## src/rtl/fshp_pkg.sv

```systemverilog
// Package of the format string hex printer: types, character codes and limits.
`timescale 1ns / 1ps
`default_nettype none

package fshp_pkg;

    // Digit cap: MAX_DIGITS clamped into 1..8, since the argument has eight nibbles.
    localparam int MAX_DIGITS = 8;
    localparam int DIG_CAP    = (MAX_DIGITS > 8) ? 8 : ((MAX_DIGITS < 1) ? 1 : MAX_DIGITS);
    localparam int IDX_W      = (DIG_CAP > 1) ? $clog2(DIG_CAP) : 1;

    // Digit cap at the width of the parser's width register.
    localparam logic [3:0] DIG_CAP4 = 4'(DIG_CAP);

    // Character codes.
    localparam logic [7:0] CH_NUL   = 8'h00;
    localparam logic [7:0] CH_PCT   = 8'h25;
    localparam logic [7:0] CH_ZERO  = 8'h30;
    localparam logic [7:0] CH_EIGHT = 8'h38;
    localparam logic [7:0] CH_LC_A  = 8'h61;
    localparam logic [7:0] CH_LC_S  = 8'h73;
    localparam logic [7:0] HEX_TEN  = 8'd10;

    localparam logic [3:0] DEF_WIDTH = 4'd8;

    typedef enum logic [1:0] {
        PM_PLAIN = 2'd0,
        PM_PCT   = 2'd1,
        PM_ZERO  = 2'd2,
        PM_WIDTH = 2'd3
    } t_parse_mode;

    typedef enum logic [1:0] {
        K_NONE = 2'd0,
        K_CHAR = 2'd1,
        K_END  = 2'd2,
        K_HEX  = 2'd3
    } t_kind;

    typedef enum logic {
        CS_IDLE = 1'b0,
        CS_EMIT = 1'b1
    } t_ctrl_state;

    typedef struct packed {
        logic accept;
        logic emit;
    } t_dp_cmd;

    typedef struct packed {
        logic has_result;
        logic last;
        logic out_free;
    } t_dp_stat;

endpackage

`default_nettype wire

```

## src/rtl/fshp_ctrl.sv

```systemverilog
// Controller of the hex printer: takes a request, then emits its results one per cycle unless stalled.
`timescale 1ns / 1ps
`default_nettype none

module fshp_ctrl (
    input  wire logic              i_clk,
    input  wire logic              i_rst_n,
    input  wire logic              i_in_valid,
    input  wire fshp_pkg::t_dp_stat i_stat,
    output fshp_pkg::t_dp_cmd      o_cmd,
    output logic                   o_in_stall
);

    fshp_pkg::t_ctrl_state r_state;
    fshp_pkg::t_ctrl_state n_state;

    // Hold the state register.
    always_ff @(posedge i_clk) begin
        if (!i_rst_n) begin
            r_state <= fshp_pkg::CS_IDLE;
        end else begin
            r_state <= n_state;
        end
    end

    // Go to emitting on a request with results, and back to idle on its last emitted result.
    always_comb begin
        n_state      = r_state;
        o_cmd.accept = 1'b0;
        o_cmd.emit   = 1'b0;
        o_in_stall   = 1'b1;
        unique case (r_state)
            fshp_pkg::CS_IDLE: begin
                o_in_stall   = 1'b0;
                o_cmd.accept = i_in_valid;
                if (i_in_valid && i_stat.has_result) begin
                    n_state = fshp_pkg::CS_EMIT;
                end
            end
            fshp_pkg::CS_EMIT: begin
                if (i_stat.out_free) begin
                    o_cmd.emit = 1'b1;
                    if (i_stat.last) begin
                        n_state = fshp_pkg::CS_IDLE;
                    end
                end
            end
            default: begin
                n_state = fshp_pkg::CS_IDLE;
            end
        endcase
    end

endmodule

`default_nettype wire

```

## src/rtl/fshp_dp.sv

```systemverilog
// Datapath of the hex printer: spec parser, request latch, digit counter, output register.
`timescale 1ns / 1ps
`default_nettype none

module fshp_dp (
    input  wire logic              i_clk,
    input  wire logic              i_rst_n,
    input  wire fshp_pkg::t_dp_cmd  i_cmd,
    output fshp_pkg::t_dp_stat     o_stat,
    input  wire logic [7:0]        i_fmt_char,
    input  wire logic [31:0]       i_arg_value,
    output logic [7:0]             o_out_char,
    output logic                   o_has_char,
    output logic                   o_run_last,
    output logic                   o_end_of_text,
    output logic                   o_out_valid,
    input  wire logic              i_out_stall
);

    // Parser state.
    fshp_pkg::t_parse_mode r_mode;
    fshp_pkg::t_parse_mode n_mode;
    logic [3:0]            r_width;
    logic [3:0]            n_width;
    fshp_pkg::t_kind       kind;

    // Latched request and digit index.
    fshp_pkg::t_kind              r_kind;
    logic [7:0]                   r_char;
    logic [7:0][3:0]              r_arg;
    logic [fshp_pkg::IDX_W-1:0]   r_idx;
    logic [fshp_pkg::IDX_W-1:0]   hex_idx;
    logic [3:0]                   hex_cnt;

    // Output register.
    logic                         r_out_valid;
    logic [7:0]                   r_out_char;
    logic                         r_has_char;
    logic                         r_run_last;
    logic                         r_end_of_text;

    logic                         is_digit;
    logic [3:0]                   nib;
    logic [7:0]                   emit_char;

    assign is_digit = (i_fmt_char > fshp_pkg::CH_ZERO) && (i_fmt_char <= fshp_pkg::CH_EIGHT);

    // Classify the incoming byte and work out the next parser state.
    always_comb begin
        n_mode  = r_mode;
        n_width = r_width;
        kind    = fshp_pkg::K_NONE;
        if (i_fmt_char == fshp_pkg::CH_NUL) begin
            n_mode  = fshp_pkg::PM_PLAIN;
            n_width = fshp_pkg::DEF_WIDTH;
            kind    = fshp_pkg::K_END;
        end else if (r_mode == fshp_pkg::PM_PLAIN) begin
            if (i_fmt_char == fshp_pkg::CH_PCT) begin
                n_mode  = fshp_pkg::PM_PCT;
                n_width = fshp_pkg::DEF_WIDTH;
            end else begin
                kind = fshp_pkg::K_CHAR;
            end
        end else if ((r_mode == fshp_pkg::PM_PCT) && (i_fmt_char == fshp_pkg::CH_ZERO)) begin
            n_mode = fshp_pkg::PM_ZERO;
        end else if ((r_mode != fshp_pkg::PM_WIDTH) && is_digit) begin
            n_mode  = fshp_pkg::PM_WIDTH;
            n_width = 4'(i_fmt_char - fshp_pkg::CH_ZERO);
        end else begin
            // Conversion byte: drop the spec, emit hex unless it is the string form.
            n_mode  = fshp_pkg::PM_PLAIN;
            n_width = fshp_pkg::DEF_WIDTH;
            if (i_fmt_char != fshp_pkg::CH_LC_S) begin
                kind = fshp_pkg::K_HEX;
            end
        end
    end

    // Clamp the digit count to the cap, with at least one digit.
    always_comb begin
        hex_cnt = (r_width > fshp_pkg::DIG_CAP4) ? fshp_pkg::DIG_CAP4 : r_width;
        if (hex_cnt == 4'd0) begin
            hex_idx = '0;
        end else begin
            hex_idx = fshp_pkg::IDX_W'(hex_cnt - 4'd1);
        end
    end

    // Pick the current nibble and map it to lowercase hex.
    always_comb begin
        nib = r_arg[r_idx];
        if (nib < 4'd10) begin
            emit_char = fshp_pkg::CH_ZERO + {4'b0000, nib};
        end else begin
            emit_char = fshp_pkg::CH_LC_A + {4'b0000, nib} - fshp_pkg::HEX_TEN;
        end
    end

    assign o_stat.has_result = (kind != fshp_pkg::K_NONE);
    assign o_stat.last       = (r_idx == '0);
    assign o_stat.out_free   = !r_out_valid || !i_out_stall;

    // Update parser state and request kind.
    always_ff @(posedge i_clk) begin
        if (!i_rst_n) begin
            r_mode  <= fshp_pkg::PM_PLAIN;
            r_width <= fshp_pkg::DEF_WIDTH;
            r_kind  <= fshp_pkg::K_NONE;
        end else if (i_cmd.accept) begin
            r_mode  <= n_mode;
            r_width <= n_width;
            r_kind  <= kind;
        end
    end

    // Latch the request and count digits down.
    always_ff @(posedge i_clk) begin
        if (i_cmd.accept) begin
            r_char <= i_fmt_char;
            r_arg  <= i_arg_value;
            r_idx  <= (kind == fshp_pkg::K_HEX) ? hex_idx : '0;
        end else if (i_cmd.emit && (r_idx != '0)) begin
            r_idx <= r_idx - 1'b1;
        end
    end

    // Hold the output valid flag until the result is taken.
    always_ff @(posedge i_clk) begin
        if (!i_rst_n) begin
            r_out_valid <= 1'b0;
        end else if (i_cmd.emit) begin
            r_out_valid <= 1'b1;
        end else if (!i_out_stall) begin
            r_out_valid <= 1'b0;
        end
    end

    // Load the output payload.
    always_ff @(posedge i_clk) begin
        if (i_cmd.emit) begin
            r_run_last    <= (r_idx == '0);
            r_end_of_text <= (r_kind == fshp_pkg::K_END);
            r_has_char    <= (r_kind != fshp_pkg::K_END);
            unique case (r_kind)
                fshp_pkg::K_HEX:  r_out_char <= emit_char;
                fshp_pkg::K_CHAR: r_out_char <= r_char;
                default:          r_out_char <= fshp_pkg::CH_NUL;
            endcase
        end
    end

    assign o_out_valid   = r_out_valid;
    assign o_out_char    = r_out_char;
    assign o_has_char    = r_has_char;
    assign o_run_last    = r_run_last;
    assign o_end_of_text = r_end_of_text;

endmodule

`default_nettype wire

```

## src/rtl/format_string_hex_printer.sv

```systemverilog
// Top level of the format string hex printer: controller and datapath.
// A request is latched, then its results are loaded into a single output register.
// A request has one result for a plain character or end marker, up to 8 for a hex
// conversion, or none; the input stalls until its last result has been emitted.
// The digit counter emits one result per cycle while the output is not stalled.
// Reset (synchronous, active low): plain-text mode, width 8, output register empty.
`timescale 1ns / 1ps
`default_nettype none

module format_string_hex_printer (
    input  wire logic        i_clk,
    input  wire logic        i_rst_n,
    input  wire logic        i_in_valid,
    output logic             o_in_stall,
    input  wire logic [7:0]  i_fmt_char,
    input  wire logic [31:0] i_arg_value,
    output logic             o_out_valid,
    input  wire logic        i_out_stall,
    output logic [7:0]       o_out_char,
    output logic             o_has_char,
    output logic             o_run_last,
    output logic             o_end_of_text
);

    fshp_pkg::t_dp_cmd  cmd;
    fshp_pkg::t_dp_stat stat;

    // Sequence requests and results.
    fshp_ctrl u_ctrl (
        .i_clk      (i_clk),
        .i_rst_n    (i_rst_n),
        .i_in_valid (i_in_valid),
        .i_stat     (stat),
        .o_cmd      (cmd),
        .o_in_stall (o_in_stall)
    );

    // Parse, count digits and register the output.
    fshp_dp u_dp (
        .i_clk         (i_clk),
        .i_rst_n       (i_rst_n),
        .i_cmd         (cmd),
        .o_stat        (stat),
        .i_fmt_char    (i_fmt_char),
        .i_arg_value   (i_arg_value),
        .o_out_char    (o_out_char),
        .o_has_char    (o_has_char),
        .o_run_last    (o_run_last),
        .o_end_of_text (o_end_of_text),
        .o_out_valid   (o_out_valid),
        .i_out_stall   (i_out_stall)
    );

endmodule

`default_nettype wire

```

## config.mk

```make
export PLATFORM = sky130hd
export DESIGN_NAME = format_string_hex_printer
export DESIGN_NICKNAME = d
export VERILOG_FILES = /design/src/rtl/fshp_pkg.sv /design/src/rtl/fshp_ctrl.sv /design/src/rtl/fshp_dp.sv /design/src/rtl/format_string_hex_printer.sv
export SDC_FILE = /design/constraint.sdc
export NUM_CORES = 1
export LEC_CHECK = 0
export BUFFER_PORTS_ARGS = -buffer_cell sky130_fd_sc_hd__buf_4
export CAP_MARGIN = 20
export CORE_MARGIN = 5
export CORE_UTILIZATION = 40
export CTS_BUF_LIST = sky130_fd_sc_hd__clkbuf_16
export DETAILED_ROUTE_END_ITERATION = 6
export GPL_TIMING_DRIVEN = 0
export HOLD_SLACK_MARGIN = 0.12
export PLACE_DENSITY = 0.72
export SYNTH_ARGS = -nofsm -noshare
export SYNTH_HDL_FRONTEND = slang
export SYNTH_SLANG_ARGS = --single-unit
```

## constraint.sdc

```tcl
create_clock -name i_clk -period 1.9 [get_ports i_clk]
set_input_delay 0.19 -clock i_clk [delete_from_list [all_inputs] [get_ports i_clk]]
set_output_delay 0.19 -clock i_clk [all_outputs]
set_load 0.1 [all_outputs]
```

Yosys cells after proc, flatten, opt, wreduce, memory -nomap -nowiden --
Cells that the tools add are included.
Word-level totals: output and inout port bits 13, flip-flop bits (word level) 64
Cells by class: eq/ne operators 13, $lt $le $gt $ge 5, bitwise gates (word level) 1, multiplexer cells 35, add/subtract/negate cells 6, reduce and logical (&&, ||, !) cells 17
Operators by type and width (number):
- 4-bit two-way mux | 7
- 2-bit two-way mux | 10
- 8-bit by 6-bit equality test with 1-bit output, second input constant | 2
- 8-bit case mux with 2 select lines | 1
- 4-bit binary-select mux with 3-bit select | 1
- 3-bit two-way mux | 4
- 1-bit two-way mux | 10
- 7-bit by 4-bit adder with 8-bit output, first input constant | 1
- 8-bit by 6-bit greater-than comparator with 1-bit output, second input constant | 1
- 8-bit by 6-bit <= comparator with 1-bit output, second input constant | 1
- 8-bit zero test | 1
- 8-bit two-way mux | 1
- 8-bit by 7-bit != test with 1-bit output, second input constant | 1
- 8-bit by 4-bit subtractor with 8-bit output, second input constant | 1
- 6-bit by 4-bit adder with 7-bit output, first input constant | 1
- 2-bit equality test, second input constant | 3
- 3-bit by 1-bit subtractor with 3-bit output, second input constant | 2
- 1-bit logical AND | 5
- 2-bit by 1-bit equality test with 1-bit output, second input constant | 2
- 4-bit greater-than comparator, second input constant | 1
- 4-bit zero test | 1
- 3-bit by 4-bit < comparator with 1-bit output, second input constant | 1
- 4-bit < comparator, second input constant | 1
- 2-bit != test, second input constant | 2
- other kinds (14) | 16

Longest topological paths before layout --
Gate-level depths: netlist of the first run.
word-level depth 11, gate-level depth with buffers 8, depth with buffers taken out 7

Modules after synthesis --
A second synthesis of the first run with hierarchy kept.
Second synthesis, totals: cell total of the unflattened synthesis 193, area, all modules 2821.5 sq um
By module, submodules not included:
- fshp_dp | cells each 187, area each 2767.7 sq um, sequential area each 1801.7 sq um, times used 1
- fshp_ctrl | cells each 6, area each 53.8 sq um, sequential area each 20.0 sq um, times used 1

Worst setup path before layout of the first run --
No wires, ideal clock.
path kind reg2reg, start point register u_ctrl.r_state, end point register u_dp.r_mode[0], slack -470 ps, cell stages (with the launch flop) 7, path buffers 1, data required time 1783 ps, arrival 2252 ps, library setup time 117 ps, path through dfxtp_1 -> nand2b_1 -> clkbuf_1 -> inv_2 -> o21ai_1 -> a2111oi_0 -> a32o_1
RTL lines:
- start, declared | line fshp_ctrl.sv:14 | fshp_pkg::t_ctrl_state r_state;
- start signal, assigned | line fshp_ctrl.sv:20 | r_state <= fshp_pkg::CS_IDLE;
- start signal, assigned | line fshp_ctrl.sv:22 | r_state <= n_state;
- end signal, assigned | line fshp_dp.sv:106 | r_mode <= fshp_pkg::PM_PLAIN;
- end signal, assigned | line fshp_dp.sv:110 | r_mode <= n_mode;
- end, declared | line fshp_dp.sv:21 | fshp_pkg::t_parse_mode r_mode;

Worst setup path after layout of the first run --
start point register u_dp.r_idx[0] (netlist bit), end point register u_dp.r_out_char[2], in the netlist u_dp.o_out_char[2] (data pin)
On the way: cells in the longest elaborated chain, start to end 6
Ends and longest elaborated chain:
- start, declared | line fshp_dp.sv:31 | logic [fshp_pkg::IDX_W-1:0] r_idx;
- start signal, assigned | line fshp_dp.sv:121 | r_idx <= (kind == fshp_pkg::K_HEX) ? hex_idx : '0;
- start signal, assigned | line fshp_dp.sv:123 | r_idx <= r_idx - 1'b1;
- 4-bit binary-select mux with 3-bit select (*) | line fshp_dp.sv:91 | nib = r_arg[r_idx];
- 4-bit two-way mux (implied by the code) (*) | line fshp_dp.sv:91
- 7-bit by 4-bit adder with 8-bit output | line fshp_dp.sv:95 | emit_char = fshp_pkg::CH_LC_A + {4'b0000, nib} - fshp_pkg::HEX_TEN;
- 8-bit by 4-bit subtractor with 8-bit output | line fshp_dp.sv:95
- 8-bit two-way mux (*) | line fshp_dp.sv:92 | if (nib < 4'd10) begin
- 8-bit case mux with 2 select lines (*) | line fshp_dp.sv:144 | unique case (r_kind)
- end signal, assigned | line fshp_dp.sv:145 | fshp_pkg::K_HEX: r_out_char <= emit_char;
- end signal, assigned | line fshp_dp.sv:146 | fshp_pkg::K_CHAR: r_out_char <= r_char;
- end signal, assigned | line fshp_dp.sv:147 | default: r_out_char <= fshp_pkg::CH_NUL;
- end, declared | line fshp_dp.sv:37 | logic [7:0] r_out_char;
Every way passes the cells marked *; elsewhere a longest branch is shown, timed or not. The select of a mux whose other input is x is not followed. A chain may end at the register's enable or synchronous reset.

==> summary.txt, run 1 <==
GRT Total Usage -> 15.1%
Main combinational cell family by area after synthesis -> compound AO/OA/AOI/OAI gates
Sequential Power Share -> 39.9%
H-tree depth -> 3
Top-level I/O count -> 57
Sequential fraction of the synthesis area -> 63.9%
Avg Cell Area, Syn -> 14.6 um^2
NetSw -> 1.14 mW
P&R area growth vs syn -> 45.7%
Syn Std Cell Area -> 2850 um^2
Synth Warn # -> 0
Initial antenna violation count -> 0
Routed WL -> 6180 um
Pwr dens -> 1020 nW/um^2
Clk slew on worst S/H paths -> 50 ps
Fin nets -> 351
Fmax -> 492 MHz
CTS Root Cell -> clkbuf_16
#FFs+latches synth -> 64
CTS sink count -> 64
Post-synth EDFFs -> 54
Global-route wire length before repair -> 10,100 um
Met1 wire length -> 2480 um
Clock buffer depth -> 2
Vias in the first global route -> 2,103
Req. time, crit path -> 2070 ps
Syn Inst Count -> 195
DR vias -> 2,029
Largest fanout on the critical path -> 6
Clk Latency, worst-skew pair -> 320 ps
Syn Nets -> 242
Tightest Hold Check Type -> in -> reg
Drc violations -> 0
Final worst-path cycle share -> 107%
RD Place Congestion -> 0.805
Core area -> 6870 um^2
Pwr Total -> 4.25 mW
Antenna viol nets, final -> 0
RSZ-0062 raised after global routing -> true
Peak VDD IR -> 0.513 mV
Complex-gate fraction of the synthesized area -> 11.4%
Met3 wire len -> 305 um
Tightest Pin Transition -> 424 ps
Tmin final -> 2030 ps
WL per Instance -> 15.3 um
Final worst slack -> -133 ps
Combinational power share -> 24.1%
Pins Over Slew Limit -> 0
Die span in x -> 94.4 um
Via density -> 5.02
Lkg Pwr -> 1.56 nW
Synth Area in Simple Gates -> 10.6%
Hold Vio Cnt, Final -> 0
Clock Skew -> 8.08 ps
CP endpoint kind -> flip-flop
Multiplexer share of the synthesized area -> 9.78%
Post-DP HPWL -> 3940 um
CTS tree -> done
Detailed Routing Iterations Pass 1 -> 6
Critical Path Start Type -> flip-flop
Setup violators final -> 5
WL met2 -> 3290 um
Chip height -> 94.4 um
# rows -> 30
Switching share of power -> 26.9%
CTS Buf Count -> 9
Share of layout cells above drive strength 1 -> 32.8%
Crit Path Class -> reg -> reg
Clock power share -> 36.0%
Die area -> 8920 um^2
Failing checks -> negative setup slack
XOR/XNOR Fraction of Synth Area -> 0.921%
Gr ovfl total -> 0
Primary FF master, synth -> edfxtp_1
Port Buffers -> 56
WHS -> 142 ps
Max-Cap Viols -> 0
Synth Area in Adders -> 1.32%
Post-synth ARST share -> 0%
Int Pwr -> 3.11 mW
Outcome -> finished with violations
Worst rel slew slack -> 71.7%
CP arrival -> 2200 ps
ANT cells -> 0
Initial core utilization -> 41.5%
Top sig layer -> met4
Distinct cells, synth -> 55
First DRT Iteration DRCs -> 99
Pin count of the biggest net entering global routing -> 49
[cells by family (layout without fill, tap and decap cells)]
| group | Yosys count | count (layout) |
|---|---|---|
| flip-flops | 64 | 64 |
| AND/OR/NAND/NOR | 52 | 52 |
| multiplexers | 13 | 13 |
| adder cells (fa/ha/maj) | 3 | 3 |
| XOR/XNOR | 3 | 3 |
| buffers and inverters | 12 | 125 |
| AO/OA/AOI/OAI | 48 | 48 |
[stage by stage]
| stage | instances | worst slack (ps) | TNS (ps) | area, um^2 | utilization (%) |
|---|---|---|---|---|---|
| after detailed placement | 347 | -270 | -838 | 3400 | 49.6 |
| after CTS | 406 | -148 | -518 | 4120 | 60.0 |
| after floorplan | 195 | -44.8 | -116 | 2860 | - |
| after global routing | 404 | -223 | -1030 | 4160 | 60.5 |
| after global placement | 347 | -221 | -704 | 3400 | 49.6 |
| final | 404 | -133 | -476 | 4160 | 60.5 |
[registers in the layout, summed over array words and instances (netlist names)]
| register | count |
|---|---|
| u_dp.o_out_valid | 1 |
| u_ctrl.r_state | 1 |
| u_dp.o_run_last | 1 |
| u_dp.r_char | 8 |
| u_dp.r_arg | 32 |
| u_dp.r_idx | 3 |
| u_dp.o_has_char | 1 |
| u_dp.r_width | 4 |
| u_dp.r_kind | 2 |
| u_dp.o_out_char | 8 |
| u_dp.r_mode | 2 |
| u_dp.o_end_of_text | 1 |
[placed cells by master (no fill, tap or decap), types with 3 or more instances in the layout]
cell / netlist / routed
dfxtp_1: 10 / 9
a21boi_1: 5 / 5
a31oi_1: 3 / 3
nand2_1: 12 / 12
mux4_2: 4 / 6
nand4_1: 4 / 4
nor2_1: 7 / 7
o22ai_1: 3 / 3
o21ai_1: 8 / 9
buf_4: 1 / 61
a21oi_1: 7 / 4
clkinv_2: 0 / 3
a21oi_2: 0 / 3
dlygate4sd3_1: 0 / 40
o21a_1: 4 / 4
clkbuf_16: 0 / 9
edfxtp_1: 54 / 54
o21ai_0: 7 / 6
mux2i_4: 2 / 3
nor3_1: 4 / 3
inv_1: 3 / 4
[synthesized netlist by cell type (5+ instances only)]
master    count  area (um^2)
nand2_1      12         45.0
nor2_1        7         26.3
a21boi_1      5         37.5
o21ai_0       7         35.0
o21ai_1       8         40.0
a21oi_1       7         35.0
dfxtp_1      10          200
edfxtp_1     54         1620
[worst paths after layout]
check	startpoint	endpoint	slack (ps)	cells after the start
max	u_dp.r_idx[0]$_DFFE_PP_	u_dp.o_out_char[2]$_DFFE_PP_	-130	6
min	i_out_stall	u_dp.o_out_valid$_SDFFE_PN0P_	140	3
max reg2reg	u_dp.r_idx[0]$_DFFE_PP_	u_dp.o_out_char[2]$_DFFE_PP_	-130	6
min reg2reg	u_dp.r_width[2]$_SDFFE_PN0P_	u_dp.r_width[2]$_SDFFE_PN0P_	510	2
[worst max-delay path: stages (launching register included)]
cell and delay, ps:
edfxtp_1 360, buf_6 150, mux4_1 600, mux2i_4 310, nor2b_2 210, a31oi_1 110
o21ai_1 140
[layout make-up]
class | count | area, um^2
Clock buffer | 9 | 225
Sequential cell | 64 | 1820
Buffer | 5 | 35.0
Inverter | 5 | 31.3
Multi-Input combinational cell | 119 | 1020
Timing Repair Buffer | 100 | 851
Fill cell | 518 | 2710
Clock inverter | 6 | 52.6
Tap cell | 96 | 120
[metal layers]
layer | track usage (%) | vias up
met2 | 26.6 | 58
met4 | 7.58 | 0
met5 | 0 | -
met3 | 3.27 | 10
li1 | - | 991
met1 | 17.1 | 970
[power by group through the flow]
stage,clock network [mW],logic (mW),registers (mW)
final,1.53,1.02,1.70
after detailed placement,0,0.875,1.72
after CTS,1.55,0.997,1.70
after global routing,1.63,1.09,1.70
after global placement,0,0.860,1.72
after floorplan,0,0.492,1.88
[repair_timing]
action,in CTS,in global routing
setup buffers,3,0
gates resized for setup,3,12
pin swaps,0,0
hold buffers,40,0
gates cloned,1,0
setup endpoints to repair,6,19
hold endpoints to repair,40,0
(Power assumes the default switching activity.)
==> inputs of run 2 (changes only) <==
--- a/config.mk
+++ b/config.mk
@@ -6,14 +6,13 @@
 export NUM_CORES = 1
 export LEC_CHECK = 0
 export BUFFER_PORTS_ARGS = -buffer_cell sky130_fd_sc_hd__buf_4
-export CAP_MARGIN = 20
 export CORE_MARGIN = 5
 export CORE_UTILIZATION = 40
 export CTS_BUF_LIST = sky130_fd_sc_hd__clkbuf_16
 export DETAILED_ROUTE_END_ITERATION = 6
 export GPL_TIMING_DRIVEN = 0
 export HOLD_SLACK_MARGIN = 0.12
-export PLACE_DENSITY = 0.72
+export PLACE_DENSITY = 0.62
 export SYNTH_ARGS = -nofsm -noshare
 export SYNTH_HDL_FRONTEND = slang
 export SYNTH_SLANG_ARGS = --single-unit
==> run 2 against run 1 <==
- the flow still finishes with violations (negative setup slack)
- flip-flop and latch count unchanged
- critical path depth rose by 1
- maximum frequency rose by 2.3%
- critical endpoint unchanged
- global-route usage decreased by 0.96 points
- cell area grew 0.99%
- routed wire length is 4.5% lower
- final cell count rose by 1.2%
- combinational power increased by 9%
- critical path type unchanged
- register-to-register slack improved by 50 ps
- worst hold slack gained 7.6 ps
==> summary.txt, run 2 (synthesized netlist as in run 1, its figures left out) <==
Setup violators final -> 5 (unchanged)
Fin nets -> 355 (+1.1%)
Critical Path Start Type -> flip-flop
Largest register FFs -> 32 (unchanged)
Share of layout cells above drive strength 1 -> 32.9% (+0.12 points)
H-tree depth -> 3 (unchanged)
Worst rel slew slack -> 68.6% (-3.1 points)
Pins Over Slew Limit -> 0 (unchanged)
WL per Instance -> 14.4 um (-5.7%)
Pwr Total -> 4.19 mW (-1.4%)
ANT cells -> 0 (unchanged)
CTS Buf Count -> 9 (unchanged)
Post-layout instance area -> 4200 um^2 (+0.99%)
Peak VDD IR -> 0.596 mV (+16%)
Detailed Routing Iterations Pass 1 -> 4 (-2)
Tmin final -> 1990 ps (-45.1 ps)
Gr ovfl total -> 0 (unchanged)
Routed WL -> 5900 um (-4.5%)
Failing checks -> negative setup slack
Outcome -> finished with violations
Global-route wire length before repair -> 9410 um (-6.7%)
Drc violations -> 0 (unchanged)
Vias in the first global route -> 1,881 (-11%)
Clk slew on worst S/H paths -> 50 ps (about the same)
Req. time, crit path -> 1980 ps (-90 ps)
Via density -> 4.87 (-3.1%)
Lkg Pwr -> 1.59 nW (+1.9%)
Fillcell total -> 553 (+6.8%)
Tightest Pin Transition -> 471 ps (+46.9 ps)
Top-level I/O count -> 57 (unchanged)
Largest fanout on the critical path -> 10 (+4)
CTS Root Cell -> clkbuf_16
Pwr dens -> 998 nW/um^2 (-2.4%)
Pin count of the biggest net entering global routing -> 49 (unchanged)
CP endpoint kind -> flip-flop
Clock buffer depth -> 2 (unchanged)
DP Area -> 3400 um^2 (unchanged)
Final worst slack -> -88.0 ps (+45.1 ps)
Initial core utilization -> 41.5% (unchanged)
Clk Latency, worst-skew pair -> 330 ps (about the same)
Most common cell after layout, fill and taps aside -> buf_4
Most frequent cells in the layout -> buf_4, edfxtp_1, dlygate4sd3_1, nand2_1
Clock Skew -> 9.63 ps (+1.55 ps)
Register area -> 1820 um^2 (unchanged)
Final worst-path cycle share -> 105% (-2.4 points)
CP arrival -> 2060 ps (-140 ps)
Placement Setup Slack -> -238 ps (+32.2 ps)
Crit Path Class -> reg -> reg
Die span in x -> 94.4 um (unchanged)
Port Buffers -> 56 (unchanged)
First DRT Iteration DRCs -> 88 (-11%)
Die area -> 8920 um^2 (unchanged)
GRT Total Usage -> 14.1% (-0.96 points)
Core area -> 6870 um^2 (unchanged)
Post-DP HPWL -> 3790 um (-3.7%)
Antenna viol nets, final -> 0 (unchanged)
RD Place Congestion -> 0.786 (-2.5%)
# rows -> 30 (unchanged)
CTS sink count -> 64 (unchanged)
Initial antenna violation count -> 0 (unchanged)
Tightest Hold Check Type -> in -> reg
Chip height -> 94.4 um (unchanged)
RSZ-0062 raised after global routing -> true
Footprint of the multi-input gates -> 1030 um^2 (+0.86%)
DR vias -> 1,991 (-1.9%)
Post-layout util -> 61.1% (+0.60 points)
Max-Cap Viols -> 0 (unchanged)
Fmax -> 503 MHz (+2.3%)
P&R area growth vs syn -> 47.2%
CTS tree -> done
Top reg by flops -> u_dp.r_arg
Hold Vio Cnt, Final -> 0 (unchanged)
[run 2: cell count changes in the layout (fill, tap and decap cells not counted), sizes merged]
cell         change
dlygate4sd3      -1
clkinv           -4
inv              +4
buf              +4
clkbuf           +1
clkinvlp         +1
[run 2: area by class of cell]
type,count,share of cell area (%)
Tap cell,96,2.86
Inverter,5,1.16
Multi-Input combinational cell,119,24.4
Buffer,6,1.13
Timing Repair Buffer,103,20.9
Clock inverter,7,0.656
Sequential cell,64,43.4
Clock buffer,9,5.37
[run 2: path summary, 6_finish.rpt]
path | startpoint | endpoint | slack [ps] | depth (start not counted)
setup / recovery | u_dp.r_idx[0]$_DFFE_PP_ | u_dp.o_out_char[2]$_DFFE_PP_ | -90 | 7
hold reg to reg | u_dp.r_width[2]$_SDFFE_PN0P_ | u_dp.r_width[2]$_SDFFE_PN0P_ | 510 | 2
setup reg to reg | u_dp.r_idx[0]$_DFFE_PP_ | u_dp.o_out_char[2]$_DFFE_PP_ | -90 | 7
hold / removal | i_fmt_char[3] | u_dp.r_char[3]$_DFFE_PP_ | 150 | 1
[run 2: report_power, final]
part | switching, mW | total [mW] | internal, mW | leakage (nW)
sequential | 0.0410 | 1.70 | 1.66 | 0.600
clock | 0.533 | 1.38 | 0.849 | 0.143
combinational | 0.573 | 1.11 | 0.536 | 0.850
[run 2: worst max-delay path, cell delays in order, from the launching register on]
cell and delay [ps]:
edfxtp_1 370, buf_12 150, mux4_2 540, mux2i_4 220
ha_4 180, a21oi_2 50, a31oi_2 160, o21ai_1 70
[run 2: repair_timing]
item / 4_1_cts / 5_1_grt
setup buffers: 4 / 4
gates resized for setup: 2 / 19
pin swaps: 0 / 2
hold buffers: 39 / 0
setup endpoints to repair: 6 / 16
endpoints found under the hold margin: 39 / 0
[run 2: metal layers]
metal  up-vias  part of all wire, %  global-route usage [%]
li1        994                    -                       -
met4         0                  1.8                    6.02
met2        40                   49                    21.7
met1       946                   45                    18.4
met5         -                    0                       0
met3        11                  4.6                    4.46
[run 2: metrics by stage]
| stage | setup TNS, ps | hold slack [ps] | cells |
|---|---|---|---|
| 4_1_cts | -587 | 124 | 406 |
| 3_3_place_gp | -855 | 369 | 347 |
| 6_report | -304 | 150 | 409 |
| 5_1_grt | -891 | 139 | 409 |
| 3_5_place_dp | -849 | 369 | 347 |
| 2_1_floorplan | -116 | 289 | 195 |
